--- config.mk ---
export PLATFORM = sky130hd
export DESIGN_NAME = sorted_priority_queue_flat
export DESIGN_NICKNAME = d
export VERILOG_FILES = /design/src/rtl/spq_pkg.sv /design/src/rtl/spq_req_if.sv /design/src/rtl/spq_rsp_if.sv /design/src/rtl/sorted_priority_queue.sv /design/src/rtl/spq_ram.sv /design/src/flat_wrapper.sv
export SDC_FILE = /design/constraint.sdc
export NUM_CORES = 1
export LEC_CHECK = 0
export BUFFER_PORTS_ARGS = -buffer_cell sky130_fd_sc_hd__buf_4
export CAP_MARGIN = 10
export CORE_MARGIN = 2
export CORE_UTILIZATION = 55
export DETAILED_ROUTE_END_ITERATION = 7
export PLACE_DENSITY = 0.84
export SYNTH_ARGS = -nofsm -noshare
export SYNTH_HDL_FRONTEND = slang
export SYNTH_HIERARCHICAL = 1
export SYNTH_SLANG_ARGS = --single-unit
--- constraint.sdc ---
create_clock -name clk -period 19.9 [get_ports clk]
set_input_delay 0.995 -clock clk [delete_from_list [all_inputs] [get_ports clk]]
set_output_delay 0.995 -clock clk [all_outputs]
set_load 0.02 [all_outputs]
--- src/rtl/spq_pkg.sv ---
// Shared widths and codes of the sorted priority queue.
// No dependencies; both interfaces and the queue import it.
`timescale 1ns / 1ps
`default_nettype none

package spq_pkg;

  // Widths of the request and response fields.
  localparam int ACTION_W = 3;
  localparam int KEY_W    = 32;
  localparam int PRIO_W   = 2;
  localparam int STATUS_W = 2;
  localparam int OCC_W    = 5;

  // Action codes carried by a request.
  localparam logic [ACTION_W-1:0] ACT_INSERT = 3'd0;
  localparam logic [ACTION_W-1:0] ACT_POP    = 3'd1;
  localparam logic [ACTION_W-1:0] ACT_PEEK   = 3'd2;
  localparam logic [ACTION_W-1:0] ACT_REMOVE = 3'd3;
  localparam logic [ACTION_W-1:0] ACT_COUNT  = 3'd4;

  // Status codes carried by a response.
  localparam logic [STATUS_W-1:0] ST_OK      = 2'd0;
  localparam logic [STATUS_W-1:0] ST_FULL    = 2'd1;
  localparam logic [STATUS_W-1:0] ST_EMPTY   = 2'd2;
  localparam logic [STATUS_W-1:0] ST_MISSING = 2'd3;

endpackage

`default_nettype wire

--- src/rtl/spq_req_if.sv ---
// Request channel of the sorted priority queue: valid, ready and payload.
// Depends on spq_pkg for the field widths.
`timescale 1ns / 1ps
`default_nettype none

interface spq_req_if;
  import spq_pkg::*;

  logic                valid;
  logic                ready;
  logic [ACTION_W-1:0] action;
  logic [KEY_W-1:0]    entry_key;
  logic [PRIO_W-1:0]   priority_req;

  modport source (output valid, action, entry_key, priority_req, input ready);
  modport sink   (input valid, action, entry_key, priority_req, output ready);

endinterface

`default_nettype wire

--- src/rtl/spq_rsp_if.sv ---
// Response channel of the sorted priority queue: valid, ready and payload.
// Depends on spq_pkg for the field widths.
`timescale 1ns / 1ps
`default_nettype none

interface spq_rsp_if;
  import spq_pkg::*;

  logic                valid;
  logic                ready;
  logic [STATUS_W-1:0] status;
  logic [KEY_W-1:0]    out_key;
  logic [PRIO_W-1:0]   out_priority;
  logic [OCC_W-1:0]    occupancy;

  modport source (output valid, status, out_key, out_priority, occupancy, input ready);
  modport sink   (input valid, status, out_key, out_priority, occupancy, output ready);

endinterface

`default_nettype wire

--- src/rtl/sorted_priority_queue.sv ---
// Sorted priority queue: sequencer over one slot RAM held in priority order.
// Depends on spq_pkg, spq_req_if, spq_rsp_if and spq_ram.
//
// Usage:
//   req carries one request: insert, pop, peek, remove by key or count.
//   rsp returns exactly one response per request, in request order.
//   A request is taken only while the sequencer is idle; one request is in
//   work at a time. The response sits in an output register, so a finished
//   response may wait on rsp while the next request is taken and worked on.
//   Count, unused codes and refused actions go straight to the response;
//   pop and peek read the head entry; an insert into an empty queue writes
//   slot zero at once, else it walks back from the tail past each entry of
//   lower priority; a remove searches from the head for the key and moves
//   the entries behind it up. Entries move at one per cycle through the
//   single RAM write port.
//   Reset empties the queue at once; slot contents are never cleared and are
//   only used where they hold entries. A stalled rsp holds the response and
//   keeps the sequencer from emitting the next one until it is taken.
`timescale 1ns / 1ps
`default_nettype none

module sorted_priority_queue #(
  parameter int QUEUE_DEPTH   = 16,
  parameter int KEY_BITS      = 32,
  parameter int PRIORITY_BITS = 2
) (
  input  wire logic clk,
  input  wire logic rst,
  spq_req_if.sink   req,
  spq_rsp_if.source rsp
);
  import spq_pkg::*;

  localparam int IDX_W  = $clog2(QUEUE_DEPTH);
  localparam int CNT_W  = $clog2(QUEUE_DEPTH + 1);
  localparam int SUM_W  = CNT_W + 1;
  localparam int WORD_W = KEY_BITS + PRIORITY_BITS;

  localparam logic [CNT_W-1:0] CNT_ZERO = '0;
  localparam logic [CNT_W-1:0] CNT_ONE  = CNT_W'(1);
  localparam logic [CNT_W-1:0] CNT_TWO  = CNT_W'(2);
  localparam logic [CNT_W-1:0] CNT_FULL = CNT_W'(QUEUE_DEPTH);

  typedef enum logic [6:0] {
    S_IDLE      = 7'b0000001,
    S_HEAD      = 7'b0000010,
    S_INS_WALK  = 7'b0000100,
    S_INS_PLACE = 7'b0001000,
    S_RM_SEARCH = 7'b0010000,
    S_RM_SHIFT  = 7'b0100000,
    S_EMIT      = 7'b1000000
  } state_t;

  // Physical slot of the entry that lies off places behind base.
  function automatic logic [IDX_W-1:0] slot_of(input logic [IDX_W-1:0] base,
                                               input logic [CNT_W-1:0] off);
    logic [SUM_W-1:0] sum;
    sum = SUM_W'(base) + SUM_W'(off);
    if (sum >= SUM_W'(QUEUE_DEPTH)) begin
      sum = sum - SUM_W'(QUEUE_DEPTH);
    end
    return sum[IDX_W-1:0];
  endfunction

  state_t                   state, state_next;
  logic [IDX_W-1:0]         head, head_next;
  logic [CNT_W-1:0]         count, count_next;
  logic [CNT_W-1:0]         pos, pos_next;
  logic [KEY_BITS-1:0]      op_key, op_key_next;
  logic [PRIORITY_BITS-1:0] op_prio, op_prio_next;
  logic                     op_pop, op_pop_next;
  logic [STATUS_W-1:0]      res_status, res_status_next;
  logic [KEY_W-1:0]         res_key, res_key_next;
  logic [PRIO_W-1:0]        res_prio, res_prio_next;

  logic                     out_valid;
  logic [STATUS_W-1:0]      out_status;
  logic [KEY_W-1:0]         out_key;
  logic [PRIO_W-1:0]        out_prio;
  logic [OCC_W-1:0]         out_occ;
  logic                     out_load;

  logic                     in_fire;
  logic [KEY_BITS-1:0]      key_in;
  logic [PRIORITY_BITS-1:0] prio_in;

  logic                     rd_en, wr_en;
  logic [CNT_W-1:0]         rd_pos, wr_pos;
  logic [IDX_W-1:0]         rd_addr, wr_addr;
  logic [WORD_W-1:0]        rd_data, wr_data;
  logic [KEY_BITS-1:0]      rd_key;
  logic [PRIORITY_BITS-1:0] rd_prio;

  // Handshake and request fields cut or widened to the stored widths.
  assign req.ready = (state == S_IDLE);
  assign in_fire   = req.valid && req.ready;
  assign key_in    = KEY_BITS'(req.entry_key);
  assign prio_in   = PRIORITY_BITS'(req.priority_req);

  // Slot storage: each word holds a key above its priority.
  assign rd_addr = slot_of(head, rd_pos);
  assign wr_addr = slot_of(head, wr_pos);
  assign rd_key  = rd_data[WORD_W-1:PRIORITY_BITS];
  assign rd_prio = rd_data[PRIORITY_BITS-1:0];

  spq_ram #(
    .WIDTH(WORD_W),
    .DEPTH(QUEUE_DEPTH)
  ) u_slots (
    .clk    (clk),
    .wr_en  (wr_en),
    .wr_addr(wr_addr),
    .wr_data(wr_data),
    .rd_en  (rd_en),
    .rd_addr(rd_addr),
    .rd_data(rd_data)
  );

  // Sequencer: decodes a request, walks the slots and stages the response.
  always_comb begin
    state_next      = state;
    head_next       = head;
    count_next      = count;
    pos_next        = pos;
    op_key_next     = op_key;
    op_prio_next    = op_prio;
    op_pop_next     = op_pop;
    res_status_next = res_status;
    res_key_next    = res_key;
    res_prio_next   = res_prio;
    rd_en           = 1'b0;
    rd_pos          = pos;
    wr_en           = 1'b0;
    wr_pos          = pos;
    wr_data         = rd_data;
    out_load        = 1'b0;

    case (state)
      S_IDLE: begin
        if (in_fire) begin
          op_key_next     = key_in;
          op_prio_next    = prio_in;
          op_pop_next     = (req.action == ACT_POP);
          res_status_next = ST_OK;
          res_key_next    = '0;
          res_prio_next   = '0;
          state_next      = S_EMIT;
          case (req.action)
            ACT_INSERT: begin
              if (count == CNT_FULL) begin
                res_status_next = ST_FULL;
              end else if (count == CNT_ZERO) begin
                wr_en      = 1'b1;
                wr_pos     = CNT_ZERO;
                wr_data    = {key_in, prio_in};
                count_next = count + CNT_ONE;
              end else begin
                pos_next   = count;
                rd_en      = 1'b1;
                rd_pos     = count - CNT_ONE;
                state_next = S_INS_WALK;
              end
            end
            ACT_POP, ACT_PEEK: begin
              if (count == CNT_ZERO) begin
                res_status_next = ST_EMPTY;
              end else begin
                rd_en      = 1'b1;
                rd_pos     = CNT_ZERO;
                state_next = S_HEAD;
              end
            end
            ACT_REMOVE: begin
              if (count == CNT_ZERO) begin
                res_status_next = ST_EMPTY;
              end else begin
                rd_en      = 1'b1;
                rd_pos     = CNT_ZERO;
                pos_next   = CNT_ZERO;
                state_next = S_RM_SEARCH;
              end
            end
            default: begin
              // Count and unused codes only report the occupancy.
            end
          endcase
        end
      end

      // Head entry has arrived; a pop also retires it.
      S_HEAD: begin
        res_key_next  = KEY_W'(rd_key);
        res_prio_next = PRIO_W'(rd_prio);
        if (op_pop) begin
          count_next = count - CNT_ONE;
          head_next  = (count == CNT_ONE) ? '0 : slot_of(head, CNT_ONE);
        end
        state_next = S_EMIT;
      end

      // Entry at pos-1 is on the read port; move it up or settle here.
      S_INS_WALK: begin
        wr_en  = 1'b1;
        wr_pos = pos;
        if (rd_prio >= op_prio) begin
          wr_data    = {op_key, op_prio};
          count_next = count + CNT_ONE;
          state_next = S_EMIT;
        end else begin
          pos_next = pos - CNT_ONE;
          if (pos == CNT_ONE) begin
            state_next = S_INS_PLACE;
          end else begin
            rd_en  = 1'b1;
            rd_pos = pos - CNT_TWO;
          end
        end
      end

      // New entry becomes the head.
      S_INS_PLACE: begin
        wr_en      = 1'b1;
        wr_pos     = pos;
        wr_data    = {op_key, op_prio};
        count_next = count + CNT_ONE;
        state_next = S_EMIT;
      end

      // Entry at pos is on the read port; the next one is fetched meanwhile.
      S_RM_SEARCH: begin
        rd_en  = 1'b1;
        rd_pos = pos + CNT_ONE;
        if (rd_key == op_key) begin
          if (pos + CNT_ONE == count) begin
            count_next = count - CNT_ONE;
            if (count == CNT_ONE) begin
              head_next = '0;
            end
            state_next = S_EMIT;
          end else begin
            state_next = S_RM_SHIFT;
          end
        end else if (pos + CNT_ONE == count) begin
          res_status_next = ST_MISSING;
          state_next      = S_EMIT;
        end else begin
          pos_next = pos + CNT_ONE;
        end
      end

      // Entry at pos+1 is on the read port; it closes the gap at pos.
      S_RM_SHIFT: begin
        wr_en  = 1'b1;
        wr_pos = pos;
        if (pos + CNT_TWO < count) begin
          rd_en    = 1'b1;
          rd_pos   = pos + CNT_TWO;
          pos_next = pos + CNT_ONE;
        end else begin
          count_next = count - CNT_ONE;
          state_next = S_EMIT;
        end
      end

      // Hand the response to the output register once it is free.
      S_EMIT: begin
        if (!out_valid || rsp.ready) begin
          out_load   = 1'b1;
          state_next = S_IDLE;
        end
      end

      default: begin
        state_next = S_IDLE;
      end
    endcase
  end

  // Control registers.
  always_ff @(posedge clk) begin
    if (rst) begin
      state <= S_IDLE;
      head  <= '0;
      count <= '0;
    end else begin
      state <= state_next;
      head  <= head_next;
      count <= count_next;
    end
  end

  // Working registers of the request in progress.
  always_ff @(posedge clk) begin
    pos        <= pos_next;
    op_key     <= op_key_next;
    op_prio    <= op_prio_next;
    op_pop     <= op_pop_next;
    res_status <= res_status_next;
    res_key    <= res_key_next;
    res_prio   <= res_prio_next;
  end

  // Output register of the response channel.
  always_ff @(posedge clk) begin
    if (rst) begin
      out_valid <= 1'b0;
    end else if (out_load) begin
      out_valid <= 1'b1;
    end else if (rsp.ready) begin
      out_valid <= 1'b0;
    end
  end

  always_ff @(posedge clk) begin
    if (out_load) begin
      out_status <= res_status;
      out_key    <= res_key;
      out_prio   <= res_prio;
      out_occ    <= OCC_W'(count);
    end
  end

  assign rsp.valid        = out_valid;
  assign rsp.status       = out_status;
  assign rsp.out_key      = out_key;
  assign rsp.out_priority = out_prio;
  assign rsp.occupancy    = out_occ;

`ifndef SYNTHESIS
  // The queue never holds more than its depth.
  a_count_bound: assert property (@(posedge clk) disable iff (rst)
    count <= CNT_FULL)
    else $error("entry count exceeds queue depth");

  // An empty queue keeps its head at slot zero.
  a_empty_head: assert property (@(posedge clk) disable iff (rst)
    (count == CNT_ZERO) |-> (head == '0))
    else $error("head moved while queue empty");

  // Once a request is taken the sequencer is busy in the next cycle.
  a_busy_after_take: assert property (@(posedge clk) disable iff (rst)
    in_fire |=> (state != S_IDLE))
    else $error("sequencer idle right after taking a request");

  // Slots are only written while a request is in work.
  a_write_in_work: assert property (@(posedge clk) disable iff (rst)
    wr_en |-> (state != S_EMIT) && (in_fire || (state != S_IDLE)))
    else $error("slot write outside a request");
`endif

endmodule

`default_nettype wire

--- src/rtl/spq_ram.sv ---
// Generic simple dual-port RAM: one write port, one read port, registered read.
// No dependencies.
`timescale 1ns / 1ps
`default_nettype none

module spq_ram #(
  parameter int WIDTH = 34,
  parameter int DEPTH = 16
) (
  input  wire logic                     clk,
  input  wire logic                     wr_en,
  input  wire logic [$clog2(DEPTH)-1:0] wr_addr,
  input  wire logic [WIDTH-1:0]         wr_data,
  input  wire logic                     rd_en,
  input  wire logic [$clog2(DEPTH)-1:0] rd_addr,
  output logic      [WIDTH-1:0]         rd_data
);

  logic [WIDTH-1:0] mem [DEPTH];

  // Write port.
  always_ff @(posedge clk) begin
    if (wr_en) begin
      mem[wr_addr] <= wr_data;
    end
  end

  // Read port, registered.
  always_ff @(posedge clk) begin
    if (rd_en) begin
      rd_data <= mem[rd_addr];
    end
  end

endmodule

`default_nettype wire
--- src/flat_wrapper.sv ---
// flat-port wrapper written by rule: the top's interface ports become plain ports
module sorted_priority_queue_flat import spq_pkg::*;
#(
  parameter int QUEUE_DEPTH   = 16,
  parameter int KEY_BITS      = 32,
  parameter int PRIORITY_BITS = 2
)
  (clk, rst, req_valid, req_action, req_entry_key, req_priority_req, req_ready, rsp_valid, rsp_status, rsp_out_key, rsp_out_priority, rsp_occupancy, rsp_ready);
  spq_req_if req_i ();
  spq_rsp_if rsp_i ();
  input  wire logic clk;
  input  wire logic rst;
  input wire logic [$bits(req_i.valid)-1:0] req_valid;
  input wire logic [$bits(req_i.action)-1:0] req_action;
  input wire logic [$bits(req_i.entry_key)-1:0] req_entry_key;
  input wire logic [$bits(req_i.priority_req)-1:0] req_priority_req;
  output wire logic [$bits(req_i.ready)-1:0] req_ready;
  output wire logic [$bits(rsp_i.valid)-1:0] rsp_valid;
  output wire logic [$bits(rsp_i.status)-1:0] rsp_status;
  output wire logic [$bits(rsp_i.out_key)-1:0] rsp_out_key;
  output wire logic [$bits(rsp_i.out_priority)-1:0] rsp_out_priority;
  output wire logic [$bits(rsp_i.occupancy)-1:0] rsp_occupancy;
  input wire logic [$bits(rsp_i.ready)-1:0] rsp_ready;
  assign req_i.valid = req_valid;
  assign req_i.action = req_action;
  assign req_i.entry_key = req_entry_key;
  assign req_i.priority_req = req_priority_req;
  assign req_ready = req_i.ready;
  assign rsp_valid = rsp_i.valid;
  assign rsp_status = rsp_i.status;
  assign rsp_out_key = rsp_i.out_key;
  assign rsp_out_priority = rsp_i.out_priority;
  assign rsp_occupancy = rsp_i.occupancy;
  assign rsp_i.ready = rsp_ready;
  sorted_priority_queue #(.QUEUE_DEPTH(QUEUE_DEPTH), .KEY_BITS(KEY_BITS), .PRIORITY_BITS(PRIORITY_BITS)) u_core (.clk(clk), .rst(rst), .req(req_i), .rsp(rsp_i));
endmodule
# After elaboration in Yosys (flattened, before gate mapping)

Memory sizes are Yosys's and may differ from the RTL's. A register that Yosys moved wholly into a read port is not among the register bits.
Index checks and enable logic that the tools add are counted.

Flip-flop bits (word level): 134
Memories: 1
Output and inout bits: 43
Word-level logic and storage cells: 182
RAM bits: 544

Memory list:

| memory             | words | bits a word | read ports | clocked after memory_dff | write ports | RTL line      | text |
|---|---|---|---|---|---|---|---|
| u_core.u_slots.mem | 16    | 34          | 1          | 1                        | 1           | spq_ram.sv:19 | `logic [WIDTH-1:0] mem [DEPTH];` |

Reduce and logical (&&, ||, !) cells: 22
Multiplexer cells: 92
Order comparisons: 5
Equality and inequality tests: 35
Add/sub/neg operators: 12

Operators with widths:

| operator              | count |
|---|---|
| $mux W34              | 5 |
| $mux W5               | 28 |
| $pmux W34 S3          | 1 |
| $mux W7               | 12 |
| $pmux W32 S2          | 1 |
| $pmux W7 S6           | 1 |
| $pmux W5 S4           | 2 |
| $eq A32 B32 Y1        | 1 |
| $mux W32              | 1 |
| $mux W4               | 8 |
| $pmux W5 S6           | 1 |
| $pmux W7 S3           | 1 |
| $pmux W5 S2           | 2 |
| $mux W1               | 17 |
| $ne A2 B2 Y1 const B  | 8 |
| $ne A2 B1 Y1 const B  | 7 |
| $add A4 B5 Y6         | 2 |
| $ge A6 B5 Y1 const B  | 2 |
| $pmux W2 S2           | 3 |
| $sub A4 B1 Y4 const B | 3 |
| $add A5 B1 Y5 const B | 2 |
| $eq A5 B1 Y1 const B  | 2 |
| $mux W2               | 5 |
| $reduce_and A10 Y1    | 1 |
| other kinds (37)      | 50 |

# Longest topological paths before layout

Gate-level depths: netlist of run 1.

Word-level depth: 9
Mapped depth: 20
Mapped depth without buffers: 17

# Modules after synthesis

The synthesis of run 1 kept the hierarchy.

By module, submodules not included:

| module                | cells an instance | area an instance (sq um) | seq. area each (sq um) | instances |
|---|---|---|---|---|
| spq_ram               | 888               | 21416.8                  | 17356.6                | 1 |
| sorted_priority_queue | 611               | 7054.3                   | 3853.7                 | 1 |

# Least setup slack after synthesis of run 1

OpenSTA, ideal clock, no wires.

Kind: in2reg
Start: in req_action[2]
End: mem u_core.u_slots.mem[0][0], enable pin
Buffers on the path: 2
Arrival time: 5.969 ns
Data required time: 19.433 ns
Cell stages on the path: 13
Path slack: 13.463 ns
Cells stage by stage: nor3_1 > nand2_1 > nor2_1 > clkbuf_1 > buf_1 > nor2_1 > ha_1 > a21o_1 > a21oi_1 > xnor2_1 > xnor2_1 > or3b_2 > nor3_1

Cells in the longest elaborated chain, start to end: 7

RTL lines:

| item                                                 | RTL line                                                 | text |
|---|---|---|
| from (decl)                                          | flat_wrapper.sv:14                                       | `input wire logic [$bits(req_i.action)-1:0] req_action;` |
| $logic_not A3 Y1 (*)                                 | sorted_priority_queue.sv:148                             | `case (req.action)` |
| $mux W5 (*)                                          | sorted_priority_queue.sv:148                             |  |
| $mux W5 (*)                                          | sorted_priority_queue.sv:140                             | `if (in_fire) begin` |
| $mux W5 (*)                                          | sorted_priority_queue.sv:138                             | `case (state)` |
| $add A4 B5 Y6 (*)                                    | sorted_priority_queue.sv:58                              | `sum = SUM_W'(base) + SUM_W'(off);` |
| $ge A6 B5 Y1 / $sub A4 B1 Y4 (equally long branches) | sorted_priority_queue.sv:59, sorted_priority_queue.sv:60 |  |
| $mux W4 (*)                                          | sorted_priority_queue.sv:59                              | `if (sum >= SUM_W'(QUEUE_DEPTH)) begin` |
| via u_core.wr_addr[3]                                | sorted_priority_queue.sv:89                              | `logic [IDX_W-1:0] rd_addr, wr_addr;` |
| to (decl)                                            | spq_ram.sv:19                                            |  |

Mark *: on every way through the listed nets, which the timed path passes. The rest lies on a longest branch.

# Final worst setup path of run 1

Start: reg u_core.state[5]
End: reg u_core.u_slots.rd_data[18] (read register of u_core.u_slots.mem) (data pin)

Cells in the longest elaborated chain, start to end: 7

RTL lines:

| item                                                 | RTL line                                                  | text |
|---|---|---|
| from (decl)                                          | sorted_priority_queue.sv:65                               | `state_t state, state_next;` |
| from (signal assigned)                               | sorted_priority_queue.sv:286                              | `state <= state_next;` |
| $eq A7 B1 Y1                                         | sorted_priority_queue.sv:95, sorted_priority_queue.sv:138 |  |
| $logic_and A1 B1 Y1                                  | sorted_priority_queue.sv:96                               | `assign in_fire = req.valid && req.ready;` |
| $mux W5                                              | sorted_priority_queue.sv:140                              |  |
| $pmux W5 S4 (*)                                      | sorted_priority_queue.sv:138                              |  |
| $add A4 B5 Y6 (*)                                    | sorted_priority_queue.sv:58                               |  |
| $ge A6 B5 Y1 / $sub A4 B1 Y4 (equally long branches) | sorted_priority_queue.sv:59, sorted_priority_queue.sv:60  |  |
| $mux W4 (*)                                          | sorted_priority_queue.sv:59                               |  |
| via u_core.rd_addr[1]                                | sorted_priority_queue.sv:89                               |  |
| to (decl)                                            | spq_ram.sv:16                                             | `output logic [WIDTH-1:0] rd_data` |

Marks and branches as above.
A chain may end at the register's enable or synchronous reset.

==> metrics, run 1 <==
skew final between 0.02 and 0.025 ns; Synth top area share 73.3%; Clock Latency Late Sink a little over 0.6 ns; Ports 84; most common cell after layout, fill and taps aside edfxtp_1; RePlAce Congestion just over 0.9; Fillers 3286; #FFs+latches synth 712; CP Capture Type register; first-pass GRT wire length 101000 um; Die Area around 0.054 sq mm; drt first pass iters 7; Yosys cell types 61; Area growth syn-to-layout 12.8%; FMAX 160 MHz; Avg Vias per Cell 6.69; final cell count without fillers approximately 2300; largest net degree at the start of global routing 75; post-CTS sizing 0; Setup-failing EPs final 0; P_leak 10.5 nW; ANT cells 0; Seq/Total Area, Yosys 74.5%; Synth Flop Type edfxtp_1; syn nets 1567; number of global-route vias before repair roughly 16000; H-tree depth 3; 1st-iter DRT viols 2217; core area ~0.051 sq mm; Inst Count DP 2211; CP Max Fanout 74; Initial Util 55.6%; startpoint types register; share of cells above drive strength 1 approximately a quarter; Slew Limit Fails 0; Register Area approximately 0.021 sq mm; relative slew slack 11.6%; Mapped Avg Cell Area 19.0 sq um; async set-or-reset flop fraction in the synthesized netlist 0%; yosys warns 6; Cell Area, Synth 0.0285 sq mm; maximum vdd drop 66.2 uV; CTS max path bufs 3; Synth area leaders edfxtp_1 (73%), mux4_2 (11%), a22oi_1 (1.9%); Hold/Removal Path Class reg2reg; Setup Buffers After CTS 0; CTS Root Cell clkbuf_16; Slew @ Worst Pin 1.32 ns; P per Cell Area approximately 110 mW/mm^2; All-Layer GR Usage 26.2%; RSZ-0062 raised after global routing false; PortBufs 83; cts hold-fix bufs 0; DRC 0; Critical Path RT between 20 and 25 ns; critical path class reg2reg; Setup WS pre-CTS 13.86 ns; antenna violations before repair 2; hpwl dp 38100 um; CTS tree built; number of flops mapped to enable cells by yosys 695; crit share post-route 31.4%; Critical Path AT 6.57 ns; Final TNS setup 0 ns; WL per Instance 29.7 um; routed wire length between 60000 and 70000 um; Final min period 6.24 ns; final hold violation count 0; status complete, no violations; total number of vias 15600; MaxCap Viol Count 0; Die Y 232 um; clock-pin slew on the worst setup and hold paths 0.06 ns; total grt overflow 0; Final ANT Viol Nets 0; multi-input logic area 0.00684 sq mm; most frequent cells in the layout edfxtp_1 (695), mux4_2 (136), buf_4 (107); width of the die around 230 um; Syn Inst Count 1499; Num CTS Buffers 70; cell taking the most area after synthesis edfxtp_1; nets@finish roughly 1700; Sink Count between 700 and 800; Rows 83; min setup slack post-route roughly 14 ns
[final cells by class]
| type | instances | share of cell area (%) |
|---|---|---|
| Tap cell | 680 | 2.65 |
| Timing Repair Buffer | 111 | 2.75 |
| Clock buffer | 89 | 5.87 |
| Multi-Input combinational cell | 657 | 21.3 |
| Sequential cell | 712 | 66.0 |
| Inverter | 52 | 0.615 |
| Clock inverter | 31 | 0.814 |
[routing by layer]
metal  global-route usage [%]  share of wire [%]  vias up
met4                     12.8                4.5        2
met1                     34.0                 35     7872
met5                        0              0.014        -
met2                     41.8                 49     1188
li1                         -                  -     6315
met3                     6.51                 11      220
[synth_stat cells (3+ instances only)]
cell and count:
xor2_1 41, nand4b_1 3, and3_1 3, nand2_1 52, a22oi_1 72, inv_1 52, nor2_1 52, a21o_1 3
nor2b_1 8, o22ai_1 8, nand4_1 7, ha_1 25, nand3b_1 3, and2_1 37, nand2b_1 6, a211oi_1 3
nor4_1 12, mux4_2 136, buf_6 10, nand3_1 14, nor3_1 18, clkbuf_1 44, buf_2 18, o21ai_0 21
a222oi_1 33, xnor2_1 12, or4_1 5, o31ai_1 6, dfxtp_1 17, a221oi_1 3, nor3b_1 4, a21oi_1 30
edfxtp_1 695, or2_2 3, or3_2 4
[power breakdown]
part / internal (mW) / switching [mW]
Clock: 0.712 / 0.545
Combinational: 0.162 / 0.284
Sequential: 1.74 / 0.0337
[kinds of logic (layout without fill, tap and decap cells)]
logic type               Yosys count  in the layout  share of synthesized area, %
buffers and inverters            130            283                          2.14
XOR/XNOR                          53             53                          1.63
AO/OA/AOI/OAI                    196            196                          5.06
AND/OR/NAND/NOR                  243            243                          4.60
adder cells (fa/ha/maj)           27             27                          1.24
flip-flops                       712            712                          74.5
multiplexers                     138            138                          10.8
[state kept, by name, indices dropped and copies added (netlist names)]
signal and cells:
u_core/res_status 2, u_core/res_key 32, u_core/op_pop 1, u_core/count 5
u_core/state 7, u_core/rsp.status 2, u_core/head 4, u_core/rsp.valid 1
u_core/pos 5, u_core/u_slots/mem 544, u_core/rsp.out_priority 2, u_core/rsp.occupancy 5
u_core/op_key 32, u_core/res_prio 2, u_core/rsp.out_key 32, u_core/op_prio 2
u_core/u_slots/rd_data 34
[worst max-delay path, stage by stage (launching register included)]
cell     delay (ns)
dfxtp_1        0.38
nor3_1         0.71
nand4_1        0.52
nor2_1         0.40
a21oi_1        0.20
nor4_1         0.50
o21a_1         0.23
fa_1           0.46
inv_4          0.68
buf_4          0.94
mux4_2         0.43
a22oi_1        0.26
nand2_1        0.11
[worst paths after layout]
check	end	slack, ns	depth (start not counted)	from
setup / recovery	u_core/u_slots/rd_data[18]$_DFFE_PP_	13.66	12	u_core/state[5]$_SDFFE_PP0P_
hold / removal	u_core/rsp.out_key[6]$_DFFE_PP_	0.42	0	u_core/res_key[6]$_SDFFCE_PN0P_
setup reg to reg	u_core/u_slots/rd_data[18]$_DFFE_PP_	13.66	12	u_core/state[5]$_SDFFE_PP0P_
hold reg to reg	u_core/rsp.out_key[6]$_DFFE_PP_	0.42	0	u_core/res_key[6]$_SDFFCE_PN0P_
[stage by stage]
| step | util (%) | hold slack, ns | total power [mW] | cell area (sq um) |
|---|---|---|---|---|
| finish | 62.7 | 0.418 | 3.48 | 32100 |
| global route | 62.7 | 0.423 | 3.58 | 32100 |
| CTS | 62.7 | 0.420 | 3.49 | 32100 |
| detailed placement | 58.5 | 0.405 | 2.24 | 30000 |
| global placement | 58.4 | 0.403 | 2.22 | 29900 |
| floorplan | - | 0.400 | 2.10 | 28500 |
(Power assumes the default switching activity.)
==> run 2, diff against run 1 <==
--- a/config.mk
+++ b/config.mk
@@ -10,7 +10,7 @@
 export CORE_MARGIN = 2
 export CORE_UTILIZATION = 55
 export DETAILED_ROUTE_END_ITERATION = 7
-export PLACE_DENSITY = 0.84
+export PLACE_DENSITY = 0.87
 export SYNTH_ARGS = -nofsm -noshare
 export SYNTH_HDL_FRONTEND = slang
 export SYNTH_HIERARCHICAL = 1
==> constraint.sdc (replaced) <==
create_clock -name clk -period 5.35 [get_ports clk]
set_input_delay 0.2675 -clock clk [delete_from_list [all_inputs] [get_ports clk]]
set_output_delay 0.2675 -clock clk [all_outputs]
set_load 0.02 [all_outputs]
==> run 2 against run 1 <==
  * Worst setup slack worse by 13 ns
  * Clock skew up 0.017 ns
  * Highest routed layer unchanged
  * Sequential cell count unchanged
  * Combinational power rose to 4.0 times the previous value
  * Largest cell class unchanged
  * Clock power rose to 3.8 times the previous value
==> metrics, run 2 (synthesis results as in run 1) <==
FF-to-FF path depth 14 (+2); startpoint types register; GR Util met3 6.29% (-0.22 points); CTS max path bufs 3 (unchanged); P_leak 10.9 nW (+3.2%); total grt overflow 0 (unchanged); drt first pass iters 7 (unchanged); FMAX 199 MHz (+24%); WL per Instance 31.3 um (+5.2%); status complete, no violations; Slew Limit Fails 0 (unchanged); gr busiest metal met2; M1 GR Usage 35.2% (+1.2 points); Rows 83 (unchanged); Num CTS Buffers 68 (-2.9%); final hold violation count 0 (unchanged); hpwl dp 39000 um (+2.3%); max reg flops 544 (unchanged); reg2reg setup slack 0.31 ns (-13.35 ns); Finished Core Util 64.3% (+1.6 points); most frequent cells in the layout edfxtp_1 (695), mux4_2 (136), buf_4 (110); P per Cell Area 399 mW/mm^2 (+270%); CP Capture Type register; most common cell after layout, fill and taps aside edfxtp_1; Placed Area 0.0304 sq mm (+1.4%); first-pass GRT wire length 110000 um (+8.2%); MaxCap Viol Count 0 (unchanged); share of cells above drive strength 1 23.9% (+0.57 points); H-tree depth 3 (unchanged); Avg Vias per Cell 6.70 (+0.19%); skew final 0.0387 ns (+0.0171 ns); Slew @ Worst Pin 1.17 ns (-0.154 ns); antenna violations before repair 1 (-1); ANT cells 0 (unchanged); All-Layer GR Usage 28.6% (+2.4 points); PortBufs 83 (unchanged); Die Y 232 um (unchanged); clock-pin slew on the worst setup and hold paths 0.07 ns (about the same); Clock Latency Late Sink 0.63 ns (+0.02 ns); Ports 84 (unchanged); RSZ-0062 raised after global routing false; Hold Crit Endpoint u_core/rsp.valid$_SDFFE_PP0P_; min-delay src rsp_ready; Critical Path AT 5.52 ns (-1.05 ns); Sink Count 712 (unchanged); most flop-heavy register u_core/u_slots/mem; Area growth syn-to-layout 15.7%; width of the die 232 um (unchanged); crit share post-route 94.1% (+63 points); total power 13.2 mW (+280%); critical path class reg2reg; Initial Util 55.6% (unchanged); Setup Buffers After CTS 0 (unchanged); Final ANT Viol Nets 0 (unchanged); worst hold path depth 3 (+3); Worst R2R Start u_core/state[1]$_SDFFE_PP0P_; Hold/Removal Path Class in2reg; RePlAce Congestion 0.921 (+1.3%); top flop regs u_core/u_slots/mem x544, u_core/u_slots/rd_data x34; DRC 0 (unchanged); Setup-failing EPs final 0 (unchanged); met2 usage 48.0% (+6.3 points); routed wire length 74800 um (+7.9%); total number of vias 16000 (+2.8%); 1st-iter DRT viols 2352 (+6.1%); Critical Path RT 5.83 ns (-14.40 ns); number of global-route vias before repair 16400 (+4.1%); CTS Root Cell clkbuf_16; core area 0.0512 sq mm (unchanged); Fillers 3160 (-3.8%); CP Max Fanout 29 (-61%); nets@finish 1731 (+3.5%); worst flop-to-flop path endpoint u_core/u_slots/rd_data[12]$_DFFE_PP_; largest net degree at the start of global routing 63 (-16%); CTS tree built; Die Area 0.0536 sq mm (unchanged); Final min period 5.04 ns (-1.20 ns); design area 0.0329 sq mm (+2.5%); Hold WS 0.0461 ns (-0.372 ns); relative slew slack 21.9% (+10 points); maximum vdd drop 265 uV (+300%)
[run 2: cell types whose count changed in the layout (fill, tap and decap cells not counted), sizes merged]
cell / before / now
clkinv: 23 / 25
buf: 111 / 132
clkbuf: 89 / 82
bufinv: 3 / 5
clkinvlp: 1 / 4
dlygate4sd3: 0 / 40
[run 2: layout make-up]
cell class / count / area [sq um] / share of cell area, %
clock buffer: 82 / 1800 / 5.45
clock inverter: 38 / 358 / 1.09
inverter: 52 / 198 / 0.600
multi-input combinational: 657 / 6860 / 20.8
sequential: 712 / 21200 / 64.4
tap: 680 / 851 / 2.58
timing repair buffer: 172 / 1670 / 5.06
[run 2: how the worst max path moves through the flow]
stage                                       from                                   end  slack (ns)  cells after the start
finish              u_core/state[1]$_SDFFE_PP0P_  u_core/u_slots/rd_data[12]$_DFFE_PP_        0.31                     14
global route        u_core/state[1]$_SDFFE_PP0P_  u_core/u_slots/rd_data[18]$_DFFE_PP_        0.14                     15
global placement    u_core/state[0]$_SDFFE_PP1P_  u_core/u_slots/rd_data[21]$_DFFE_PP_        0.55                     15
CTS                 u_core/state[1]$_SDFFE_PP0P_  u_core/u_slots/rd_data[18]$_DFFE_PP_        0.29                     15
floorplan           u_core/state[5]$_SDFFE_PP0P_    u_core/u_slots/mem[1][0]$_DFFE_PP_      -0.005                     14
detailed placement  u_core/state[0]$_SDFFE_PP1P_  u_core/u_slots/rd_data[19]$_DFFE_PP_        0.38                     15
[run 2: repair_timing]
item | in CTS | in global routing
hold buffers | 40 | 0
endpoints found under the setup margin | 0 | 6
gates resized for setup | 0 | 1
endpoints found under the hold margin | 46 | 0
[run 2: power by group]
| group | total, mW | switching, mW | internal (mW) |
|---|---|---|---|
| logic | 1.78 | 1.11 | 0.671 |
| registers | 6.61 | 0.125 | 6.48 |
| clock network | 4.77 | 2.11 | 2.66 |
| total | 13.2 | 3.34 | 9.82 |
[run 2: metrics by stage]
step | cells | TNS, ns | worst slack [ns]
2_1_floorplan | 1499 | -0.477 | -0.00467
3_3_place_gp | 2233 | 0 | 0.551
3_5_place_dp | 2233 | 0 | 0.378
4_1_cts | 2393 | 0 | 0.293
5_1_grt | 2393 | 0 | 0.144
6_report | 2393 | 0 | 0.313
[run 2: worst max-delay path: stages (launching register included)]
cell and delay [ns]:
dfxtp_1 0.43, or4_4 0.57, or4b_4 0.58, nor3_2 0.29
nor2b_1 0.13, and2_1 0.19, o21ai_0 0.17, ha_1 0.27
a21o_1 0.19, a21oi_1 0.19, xor2_1 0.20, xnor2_1 0.23
nor2_4 0.93, a22oi_1 0.34, nand2_1 0.17
[run 2: metal layers]
| layer | up-vias | wire length, um |
|---|---|---|
| met5 | - | 13 |
| met4 | 2 | 3830 |
| met3 | 253 | 8400 |
| met2 | 1325 | 37600 |
| met1 | 8020 | 25000 |
| li1 | 6436 | - |
